### config.mk
export PLATFORM = sky130hd
export DESIGN_NAME = privacy_header_value_parser_top_flat
export DESIGN_NICKNAME = d
export VERILOG_FILES = /design/src/hw/rtl/phvp_pkg.sv /design/src/hw/rtl/phvp_in_if.sv /design/src/hw/rtl/phvp_out_if.sv /design/src/hw/rtl/privacy_header_value_parser_top.sv /design/src/hw/rtl/phvp_in_stage.sv /design/src/hw/rtl/phvp_core.sv /design/src/hw/rtl/phvp_out_stage.sv /design/src/flat_wrapper.sv
export VERILOG_INCLUDE_DIRS = /design/src /design/src/hw/rtl
export SDC_FILE = /design/constraint.sdc
export NUM_CORES = 1
export LEC_CHECK = 0
export ABC_CLOCK_PERIOD_IN_PS = 5600
export BUFFER_PORTS_ARGS = -buffer_cell sky130_fd_sc_hd__buf_4
export CAP_MARGIN = 10
export CORE_MARGIN = 8
export CORE_UTILIZATION = 45
export DETAILED_ROUTE_END_ITERATION = 16
export PLACE_DENSITY_LB_ADDON = 0.2
export SLEW_MARGIN = 40
export SYNTH_ARGS = -nofsm -noshare
export SYNTH_HDL_FRONTEND = slang
export SYNTH_SLANG_ARGS = --single-unit
### constraint.sdc
create_clock -name clk_i -period 5.6 [get_ports clk_i]
set_clock_uncertainty 0.2 [all_clocks]
set_input_delay 0.56 -clock clk_i [delete_from_list [all_inputs] [get_ports clk_i]]
set_output_delay 0.56 -clock clk_i [all_outputs]
set_load 0.01 [all_outputs]
### src/hw/rtl/assert_macros.svh
// Assertion macros for the RTL that checks its own behavior (the parser top level).
`ifndef ASSERT_MACROS_SVH
`define ASSERT_MACROS_SVH

// Checks that the consequent holds in the same cycle as the antecedent.
`define ASSERT_SAME(lbl, ante, cons) \
  lbl: assert property (@(posedge clk_i) disable iff (!rst_ni) (ante) |-> (cons)) \
    else $error("Same-cycle assertion failed.");

// Checks that the consequent holds in the cycle after the antecedent.
`define ASSERT_NEXT(lbl, ante, cons) \
  lbl: assert property (@(posedge clk_i) disable iff (!rst_ni) (ante) |=> (cons)) \
    else $error("Next-cycle assertion failed.");

`endif

### src/hw/rtl/phvp_pkg.sv
// Package with types, codes and keyword tables of the privacy header value parser.
`timescale 1ns / 1ps
`default_nettype none
package phvp_pkg;

  localparam logic [2:0] ERR_NONE          = 3'd0;
  localparam logic [2:0] ERR_EMPTY         = 3'd1;
  localparam logic [2:0] ERR_BAD_VALUE     = 3'd2;
  localparam logic [2:0] ERR_NO_VALUE      = 3'd3;
  localparam logic [2:0] ERR_SEMI_EXPECTED = 3'd4;
  localparam logic [2:0] ERR_NONE_COMBINED = 3'd5;

  localparam logic [2:0] KW_CRITICAL = 3'd0;
  localparam logic [2:0] KW_HEADER   = 3'd1;
  localparam logic [2:0] KW_HISTORY  = 3'd2;
  localparam logic [2:0] KW_ID       = 3'd3;
  localparam logic [2:0] KW_NONE     = 3'd4;
  localparam logic [2:0] KW_SESSION  = 3'd5;
  localparam logic [2:0] KW_USER     = 3'd6;

  localparam logic [6:0] BIT_NONE = 7'h08;
  localparam logic [7:0] CH_SEMI  = 8'h3B;
  localparam logic [7:0] CH_NUL   = 8'h00;

  // Keyword text padded with spaces to eight characters, first character in the top byte.
  localparam logic [63:0] KW_TEXT [8] = '{
    "critical", "header  ", "history ", "id      ",
    "none    ", "session ", "user    ", "        "
  };
  localparam logic [3:0] KW_LEN [8] = '{4'd8, 4'd6, 4'd7, 4'd2, 4'd4, 4'd7, 4'd4, 4'd0};
  localparam logic [6:0] KW_BIT [8] = '{
    7'h10, 7'h02, 7'h40, 7'h20, 7'h08, 7'h04, 7'h01, 7'h00
  };

  typedef struct packed {
    logic       has_char;
    logic [7:0] ch;
    logic       last;
  } item_t;

  typedef struct packed {
    logic       ok;
    logic [2:0] error_code;
    logic [6:0] privacy_mask;
  } result_t;

  function automatic logic [7:0] kw_char(input logic [2:0] k, input logic [2:0] p);
    logic [63:0] txt;
    txt = KW_TEXT[k];
    return txt[6'(63 - 8 * int'(p)) -: 8];
  endfunction

  function automatic logic is_ws(input logic [7:0] c);
    return (c == 8'h20) || (c == 8'h09) || (c == 8'h0D) || (c == 8'h0A);
  endfunction

  function automatic logic [7:0] to_lower(input logic [7:0] c);
    return ((c >= 8'h41) && (c <= 8'h5A)) ? (c + 8'd32) : c;
  endfunction

endpackage
`default_nettype wire

### src/hw/rtl/phvp_in_if.sv
// Channel interface that carries one header body character item.
`timescale 1ns / 1ps
`default_nettype none
interface phvp_in_if;
  logic       valid;
  logic       ready;
  logic       has_char;
  logic [7:0] ch;
  logic       last;

  modport source(output valid, output has_char, output ch, output last, input ready);
  modport sink(input valid, input has_char, input ch, input last, output ready);
endinterface
`default_nettype wire

### src/hw/rtl/phvp_out_if.sv
// Channel interface that carries one parse result item.
`timescale 1ns / 1ps
`default_nettype none
interface phvp_out_if;
  logic       valid;
  logic       ready;
  logic       ok;
  logic [2:0] error_code;
  logic [6:0] privacy_mask;

  modport source(output valid, output ok, output error_code, output privacy_mask,
                 input ready);
  modport sink(input valid, input ok, input error_code, input privacy_mask,
               output ready);
endinterface
`default_nettype wire

### src/hw/rtl/privacy_header_value_parser_top.sv
// Top level of the privacy header value parser.
//
//   Channel  Direction  Item contents
//   in_i     sink       has_char, ch, last
//   out_o    source     ok, error_code, privacy_mask
//
// One item is accepted per cycle while no last item waits in the input register; each
// item passes through the input register and updates the parser state on leaving it,
// and a last item's result is written into the result register as it leaves. The state
// step between the input register and the result register is combinational.
// Reset clears both stage valid flags and returns the parser to the leading
// whitespace phase. A last item waits in the input register while an earlier result
// is held and not taken; other items keep flowing.
`timescale 1ns / 1ps
`default_nettype none
`include "assert_macros.svh"
module privacy_header_value_parser_top
  import phvp_pkg::*;
(
  input  wire logic   clk_i,
  input  wire logic   rst_ni,
  phvp_in_if.sink     in_i,
  phvp_out_if.source  out_o
);

  item_t   in_item;
  item_t   item_q;
  logic    item_valid;
  logic    advance;
  logic    out_can_take;
  logic    res_valid;
  result_t res;
  result_t out_res;

  assign in_item.has_char = in_i.has_char;
  assign in_item.ch       = in_i.ch;
  assign in_item.last     = in_i.last;

  assign advance = item_valid && (!item_q.last || out_can_take);

  phvp_in_stage u_in_stage (
    .clk_i    (clk_i),
    .rst_ni   (rst_ni),
    .valid_i  (in_i.valid),
    .ready_o  (in_i.ready),
    .item_i   (in_item),
    .advance_i(advance),
    .valid_o  (item_valid),
    .item_o   (item_q)
  );

  phvp_core u_core (
    .clk_i      (clk_i),
    .rst_ni     (rst_ni),
    .step_i     (advance),
    .item_i     (item_q),
    .res_valid_o(res_valid),
    .res_o      (res)
  );

  phvp_out_stage u_out_stage (
    .clk_i     (clk_i),
    .rst_ni    (rst_ni),
    .load_i    (res_valid),
    .res_i     (res),
    .can_take_o(out_can_take),
    .valid_o   (out_o.valid),
    .ready_i   (out_o.ready),
    .res_o     (out_res)
  );

  assign out_o.ok           = out_res.ok;
  assign out_o.error_code   = out_res.error_code;
  assign out_o.privacy_mask = out_res.privacy_mask;

  `ASSERT_SAME(a_ok_matches_code, out_o.valid, out_o.ok == (out_o.error_code == ERR_NONE))
  `ASSERT_SAME(a_err_mask_zero, out_o.valid && !out_o.ok, out_o.privacy_mask == 7'd0)
  `ASSERT_SAME(a_no_overwrite, res_valid, out_can_take)
  `ASSERT_NEXT(a_result_follows, res_valid, out_o.valid)

endmodule
`default_nettype wire

### src/hw/rtl/phvp_in_stage.sv
// Input register stage that holds one accepted character item.
`timescale 1ns / 1ps
`default_nettype none
module phvp_in_stage
  import phvp_pkg::*;
(
  input  wire logic  clk_i,
  input  wire logic  rst_ni,
  input  wire logic  valid_i,
  output logic       ready_o,
  input  wire item_t item_i,
  input  wire logic  advance_i,
  output logic       valid_o,
  output item_t      item_o
);

  logic  valid_q, valid_d;
  item_t item_q;

  assign ready_o = !valid_q || advance_i;

  always_comb begin
    valid_d = valid_q;
    if (valid_i && ready_o) begin
      valid_d = 1'b1;
    end else if (advance_i) begin
      valid_d = 1'b0;
    end
  end

  always_ff @(posedge clk_i or negedge rst_ni) begin
    if (!rst_ni) begin
      valid_q <= 1'b0;
    end else begin
      valid_q <= valid_d;
    end
  end

  always_ff @(posedge clk_i) begin
    if (valid_i && ready_o) begin
      item_q <= item_i;
    end
  end

  assign valid_o = valid_q;
  assign item_o  = item_q;

endmodule
`default_nettype wire

### src/hw/rtl/phvp_core.sv
// Parser state and per-item transition logic that forms the result on the last item.
`timescale 1ns / 1ps
`default_nettype none
module phvp_core
  import phvp_pkg::*;
(
  input  wire logic  clk_i,
  input  wire logic  rst_ni,
  input  wire logic  step_i,
  input  wire item_t item_i,
  output logic       res_valid_o,
  output result_t    res_o
);

  typedef enum logic [1:0] {
    PH_LEAD,
    PH_WORD,
    PH_AFTER_VALUE,
    PH_AFTER_SEMI
  } phase_e;

  phase_e     phase_q, phase_d;
  logic [2:0] cand_q, cand_d;
  logic [3:0] pos_q, pos_d;
  logic [6:0] mask_q, mask_d;
  logic [2:0] err_q, err_d;

  logic [7:0] c;
  logic [2:0] kk;
  logic [2:0] start_k;
  logic       start_hit;
  logic [2:0] fin_err;

  always_comb begin
    phase_d   = phase_q;
    cand_d    = cand_q;
    pos_d     = pos_q;
    mask_d    = mask_q;
    err_d     = err_q;
    c         = to_lower(item_i.ch);
    kk        = (cand_q == KW_HEADER && pos_q == 4'd1 && c == "i") ? KW_HISTORY : cand_q;
    start_hit = 1'b1;
    start_k   = KW_CRITICAL;
    fin_err   = ERR_NONE;
    res_o     = '0;

    case (c)
      "c": start_k = KW_CRITICAL;
      "h": start_k = KW_HEADER;
      "i": start_k = KW_ID;
      "n": start_k = KW_NONE;
      "s": start_k = KW_SESSION;
      "u": start_k = KW_USER;
      default: start_hit = 1'b0;
    endcase

    if (step_i && item_i.has_char && err_q == ERR_NONE) begin
      unique case (phase_q)
        PH_LEAD, PH_AFTER_SEMI: begin
          if (!is_ws(c)) begin
            if (start_hit) begin
              cand_d  = start_k;
              pos_d   = 4'd1;
              phase_d = PH_WORD;
            end else begin
              err_d = ERR_BAD_VALUE;
            end
          end
        end
        PH_WORD: begin
          if (pos_q < KW_LEN[cand_q]) begin
            cand_d = kk;
            if (c != kw_char(kk, pos_q[2:0])) begin
              err_d = ERR_BAD_VALUE;
            end else begin
              pos_d = pos_q + 4'd1;
              if (pos_d == KW_LEN[kk]) begin
                mask_d = mask_q | KW_BIT[kk];
              end
            end
          end else if (is_ws(c)) begin
            phase_d = PH_AFTER_VALUE;
          end else if (c == CH_SEMI) begin
            phase_d = PH_AFTER_SEMI;
          end else if (c == CH_NUL) begin
            err_d = ERR_SEMI_EXPECTED;
          end else begin
            err_d = ERR_BAD_VALUE;
          end
        end
        PH_AFTER_VALUE: begin
          if (c == CH_SEMI) begin
            phase_d = PH_AFTER_SEMI;
          end else if (!is_ws(c)) begin
            err_d = ERR_SEMI_EXPECTED;
          end
        end
        default: phase_d = PH_LEAD;
      endcase
    end

    if (step_i && item_i.last) begin
      fin_err = err_d;
      if (err_d == ERR_NONE) begin
        if (phase_d == PH_LEAD) begin
          fin_err = ERR_EMPTY;
        end else if (phase_d == PH_WORD && pos_d != KW_LEN[cand_d]) begin
          fin_err = ERR_BAD_VALUE;
        end else if (phase_d == PH_AFTER_SEMI) begin
          fin_err = ERR_NO_VALUE;
        end else if ((mask_d & BIT_NONE) != '0 && (mask_d & ~BIT_NONE) != '0) begin
          fin_err = ERR_NONE_COMBINED;
        end
      end
      res_o.ok           = (fin_err == ERR_NONE);
      res_o.error_code   = fin_err;
      res_o.privacy_mask = (fin_err == ERR_NONE) ? mask_d : '0;
      phase_d = PH_LEAD;
      cand_d  = '0;
      pos_d   = '0;
      mask_d  = '0;
      err_d   = ERR_NONE;
    end
  end

  assign res_valid_o = step_i && item_i.last;

  always_ff @(posedge clk_i or negedge rst_ni) begin
    if (!rst_ni) begin
      phase_q <= PH_LEAD;
      cand_q  <= '0;
      pos_q   <= '0;
      mask_q  <= '0;
      err_q   <= ERR_NONE;
    end else begin
      phase_q <= phase_d;
      cand_q  <= cand_d;
      pos_q   <= pos_d;
      mask_q  <= mask_d;
      err_q   <= err_d;
    end
  end

endmodule
`default_nettype wire

### src/hw/rtl/phvp_out_stage.sv
// Result register stage that holds one result item until it is taken.
`timescale 1ns / 1ps
`default_nettype none
module phvp_out_stage
  import phvp_pkg::*;
(
  input  wire logic    clk_i,
  input  wire logic    rst_ni,
  input  wire logic    load_i,
  input  wire result_t res_i,
  output logic         can_take_o,
  output logic         valid_o,
  input  wire logic    ready_i,
  output result_t      res_o
);

  logic    valid_q, valid_d;
  result_t res_q;

  assign can_take_o = !valid_q || ready_i;

  always_comb begin
    valid_d = valid_q;
    if (load_i) begin
      valid_d = 1'b1;
    end else if (ready_i) begin
      valid_d = 1'b0;
    end
  end

  always_ff @(posedge clk_i or negedge rst_ni) begin
    if (!rst_ni) begin
      valid_q <= 1'b0;
    end else begin
      valid_q <= valid_d;
    end
  end

  always_ff @(posedge clk_i) begin
    if (load_i) begin
      res_q <= res_i;
    end
  end

  assign valid_o = valid_q;
  assign res_o   = res_q;

endmodule
`default_nettype wire

### src/flat_wrapper.sv
// flat-port wrapper written by rule: the top's interface ports become plain ports
module privacy_header_value_parser_top_flat import phvp_pkg::*;
  (clk_i, rst_ni, in_i_valid, in_i_has_char, in_i_ch, in_i_last, in_i_ready, out_o_valid, out_o_ok, out_o_error_code, out_o_privacy_mask, out_o_ready);
  phvp_in_if in_i_i ();
  phvp_out_if out_o_i ();
  input  wire logic clk_i;
  input  wire logic rst_ni;
  input wire logic [$bits(in_i_i.valid)-1:0] in_i_valid;
  input wire logic [$bits(in_i_i.has_char)-1:0] in_i_has_char;
  input wire logic [$bits(in_i_i.ch)-1:0] in_i_ch;
  input wire logic [$bits(in_i_i.last)-1:0] in_i_last;
  output wire logic [$bits(in_i_i.ready)-1:0] in_i_ready;
  output wire logic [$bits(out_o_i.valid)-1:0] out_o_valid;
  output wire logic [$bits(out_o_i.ok)-1:0] out_o_ok;
  output wire logic [$bits(out_o_i.error_code)-1:0] out_o_error_code;
  output wire logic [$bits(out_o_i.privacy_mask)-1:0] out_o_privacy_mask;
  input wire logic [$bits(out_o_i.ready)-1:0] out_o_ready;
  assign in_i_i.valid = in_i_valid;
  assign in_i_i.has_char = in_i_has_char;
  assign in_i_i.ch = in_i_ch;
  assign in_i_i.last = in_i_last;
  assign in_i_ready = in_i_i.ready;
  assign out_o_valid = out_o_i.valid;
  assign out_o_ok = out_o_i.ok;
  assign out_o_error_code = out_o_i.error_code;
  assign out_o_privacy_mask = out_o_i.privacy_mask;
  assign out_o_i.ready = out_o_ready;
  privacy_header_value_parser_top u_core (.clk_i(clk_i), .rst_ni(rst_ni), .in_i(in_i_i), .out_o(out_o_i));
endmodule
==> reports/results.txt <==
critical path type = reg -> reg
Switching Share = 31.9%
Reg power frac = 48.6%
Seq/Total Area, Yosys = 32.0%
Total Power Consumption = 732 uW
most used cell, CP = a21oi_1
GRT Util Overall = 17.6%
Clock Sinks = 42
first-pass GRT wire length = 16300 um
Worst EP arrival = 4.67 ns
Net Switching = 234 uW
status = completed
Ports = 27
register bit total from synthesis = 42
die area = 11100 um2
Clock Pin Slew Worst Setup and Hold Paths = 0.08 ns
Clock Path Buffers = 2
RSZ-0062 raised after global routing = no
core area = 7770 um2
Leak Pwr = 0.00157 uW
DR pass1 iterations = 5
WL/cell = 18.4 um
delay-heaviest family, CP = compound AO/OA/AOI/OAI gates
maximum clock rate = 212 MHz
vias in the first global route = 3120
Post-Syn Nets = 442
number of setup buffers added after CTS = 0
drt total wl = 9730 um
Worst path slowest cell = dfrtp_1
TritonCTS buffer count = 5
Tcrit/Tclk final = 84.3%
GPL Wtd Cong = 0.905
Remaining Overflow, GRT = 0
Gate power share = 24.8%
Avg Inst Size Synth = 8.78 um2
Fin. Hold Viols = 0
Post-synth EDFFs = 21
Yosys Warn Count = 0
row count = 32
hold slack = 0.232 ns
clk_lat worst skew = 0.30 ns
Die Height = 106 um
max-slew violation count = 0
Max Cap Violations = 0
Post-synth top flop = edfxtp_1
antenna viol nets, final = 0
NumNets Final = 458
initial core utilization = 46.5%
R2R Setup Slk = 0.88 ns
fill cell count = 737
share of post-route cells with drive strength above 1 = 15.4%
Clock power frac = 26.6%
Synth async-reset ratio = 50.0%
worst path cell trace = inv_1 -> a21oi_1 -> ha_1 -> o211ai_1 -> a21oi_1 -> nor2_1 -> a21oi_1 -> nor2_1 -> o22ai_1 -> ha_1 -> mux2i_1 -> or4b_1 -> a211oi_2 -> nand4_2 -> a21oi_1
distinct cell type count after synthesis = 81
Vias = 3310
register area = 1160 um2
VDD IR max = 0.000133 V
pwr dens = 187 nW/um2
Setup-failing EPs final = 0
Port-buffer cells = 26
vias per cell = 6.25
CP Launch Type = register
Multi-input gate area = 2240 um2
commonest cells after routing, fill and taps aside = nor2_1, a21oi_1, buf_4, nand2_1
Int Pwr = 498 uW
H-tree depth = 2
Total Neg Setup Slack = 0 ns
pin count of the biggest net entering global routing = 31
initial DRC count = 359
design area = 3920 um2
area growth from synthesis to layout = 8.60%
CTS tree = done
post-DP HPWL = 7250 um
commonest non-fill, non-tap cell in the layout = nor2_1
Tmin final = 4.72 ns
worst hold path type = in -> reg
initial antenna violation count = 0
CTS root buf = clkbuf_8
max_slew headroom = 51.7%
delay of the slowest critical-path stage = 0.82 ns
largest fanout on the critical path = 24
antenna cells = 0
CP endpoint kind = register
dpl cell area = 3810 um2
measured slew at the worst slew-check pin = 0.724 ns
Synth Instances = 411
Cell Area, Synth = 3610 um2
Bufs and invs on worst path = 1
die width = 106 um
worst path required time = 5.55 ns
DRC viols = 0
## final cells by class
| type | instances | share of cell area (%) |
|---|---|---|
| Multi-Input combinational cell | 329 | 57.2 |
| Sequential cell | 42 | 29.6 |
| Timing Repair Buffer | 32 | 6.13 |
| Tap cell | 102 | 3.26 |
| Clock buffer | 6 | 1.85 |
| Inverter | 17 | 1.63 |
| Clock inverter | 2 | 0.351 |
## kinds of logic (layout without fill, tap and decap cells)
group | after synthesis | after routing | synth area share [%]
AND/OR/NAND/NOR | 172 | 172 | 27.2
AO/OA/AOI/OAI | 124 | 124 | 24.8
flip-flops | 42 | 42 | 32.0
buffers and inverters | 40 | 57 | 5.89
adder cells (fa/ha/maj) | 17 | 17 | 5.89
XOR/XNOR | 9 | 9 | 2.18
multiplexers | 7 | 7 | 2.01
## routing by layer
layer	vias up	share of wire [%]	routed length (um)	GRT usage [%]
li1	1588	-	-	-
met1	1586	47	4530	24.4
met2	120	46	4500	27.6
met3	16	5.5	534	2.68
met4	0	1.8	173	5.03
met5	-	0	0	0
## worst reg2reg max path, cell delays in order (launching register included)
cell      delay, ns
dfrtp_1        0.82
inv_1          0.28
a21oi_1        0.31
ha_1           0.18
o211ai_1       0.08
a21oi_1        0.23
nor2_1         0.16
a21oi_1        0.16
nor2_1         0.06
o22ai_1        0.35
ha_1           0.31
mux2i_1        0.16
or4b_1         0.47
a211oi_2       0.32
nand4_2        0.26
a21oi_1        0.20
## synth_stat cells (5+ instances only)
library cell  instances  area [um2]
mux2i_1               5        50.1
or2_2                 5        31.3
ha_1                 17         213
o21ai_0              21         105
a21oi_1              31         155
or3_1                 6        37.5
nand2b_1              8        50.1
o21a_1                8        60.1
nand3b_1              6        45.0
nand3_1               7        35.0
nor2_1               44         165
nand2_1              26        97.6
a31oi_1               8        50.1
xnor2_1               7        61.3
edfxtp_1             21         631
nor2b_1              12        75.1
nand4_1               6        37.5
nor4_1               10        62.6
inv_1                17        63.8
nor3_1                6        30.0
buf_2                 8        40.0
dfrtp_1              21         526
## state kept, by name, indices dropped and copies added, names as in the netlist
signal,count
u_core.u_core.err_q,3
u_core.u_core.mask_q,7
u_core.u_core.cand_q,3
u_core.u_out_stage.valid_o,1
u_core.u_in_stage.valid_o,1
u_core.u_core.phase_q,2
u_core.u_core.pos_q,4
u_core.u_out_stage.res_o,11
u_core.u_in_stage.item_o,10
## worst paths after layout
kind | start | end | cells after the start
setup / recovery | u_core.u_core.cand_q[2] | u_core.u_out_stage.res_o[1] | 15
hold / removal | in_i_ch[6] | u_core.u_in_stage.item_o[7] | 1
setup reg to reg | u_core.u_core.cand_q[2] | u_core.u_out_stage.res_o[1] | 15
hold reg to reg | u_core.u_core.mask_q[6] | u_core.u_core.mask_q[6] | 2
max in group asynchronous | rst_ni | u_core.u_core.pos_q[2] | 2
min in group asynchronous | rst_ni | u_core.u_core.cand_q[1] | 2
## timing repair
action,4_1_cts,5_1_grt
resized for setup,0,0
hold endpoints to repair,21,0
endpoints found under the setup margin,0,0
hold buffers,1,0
## power groups by stage
stage               clock network [uW]  logic [uW]  registers [uW]
finish                             195         182             356
global route                       211         201             358
CTS                                200         181             355
detailed placement                   0         179             362
global placement                     0         177             362
floorplan                            0         128             358
## through the flow
stage,util (%),cells,setup WS [ns]
after floorplan,-,411,1.44
after global routing,50.5,530,0.422
after detailed placement,49.1,520,0.829
after global placement,49.1,520,1.03
final,50.5,530,0.881
after CTS,50.4,529,0.783
(Power assumes the default switching activity.)
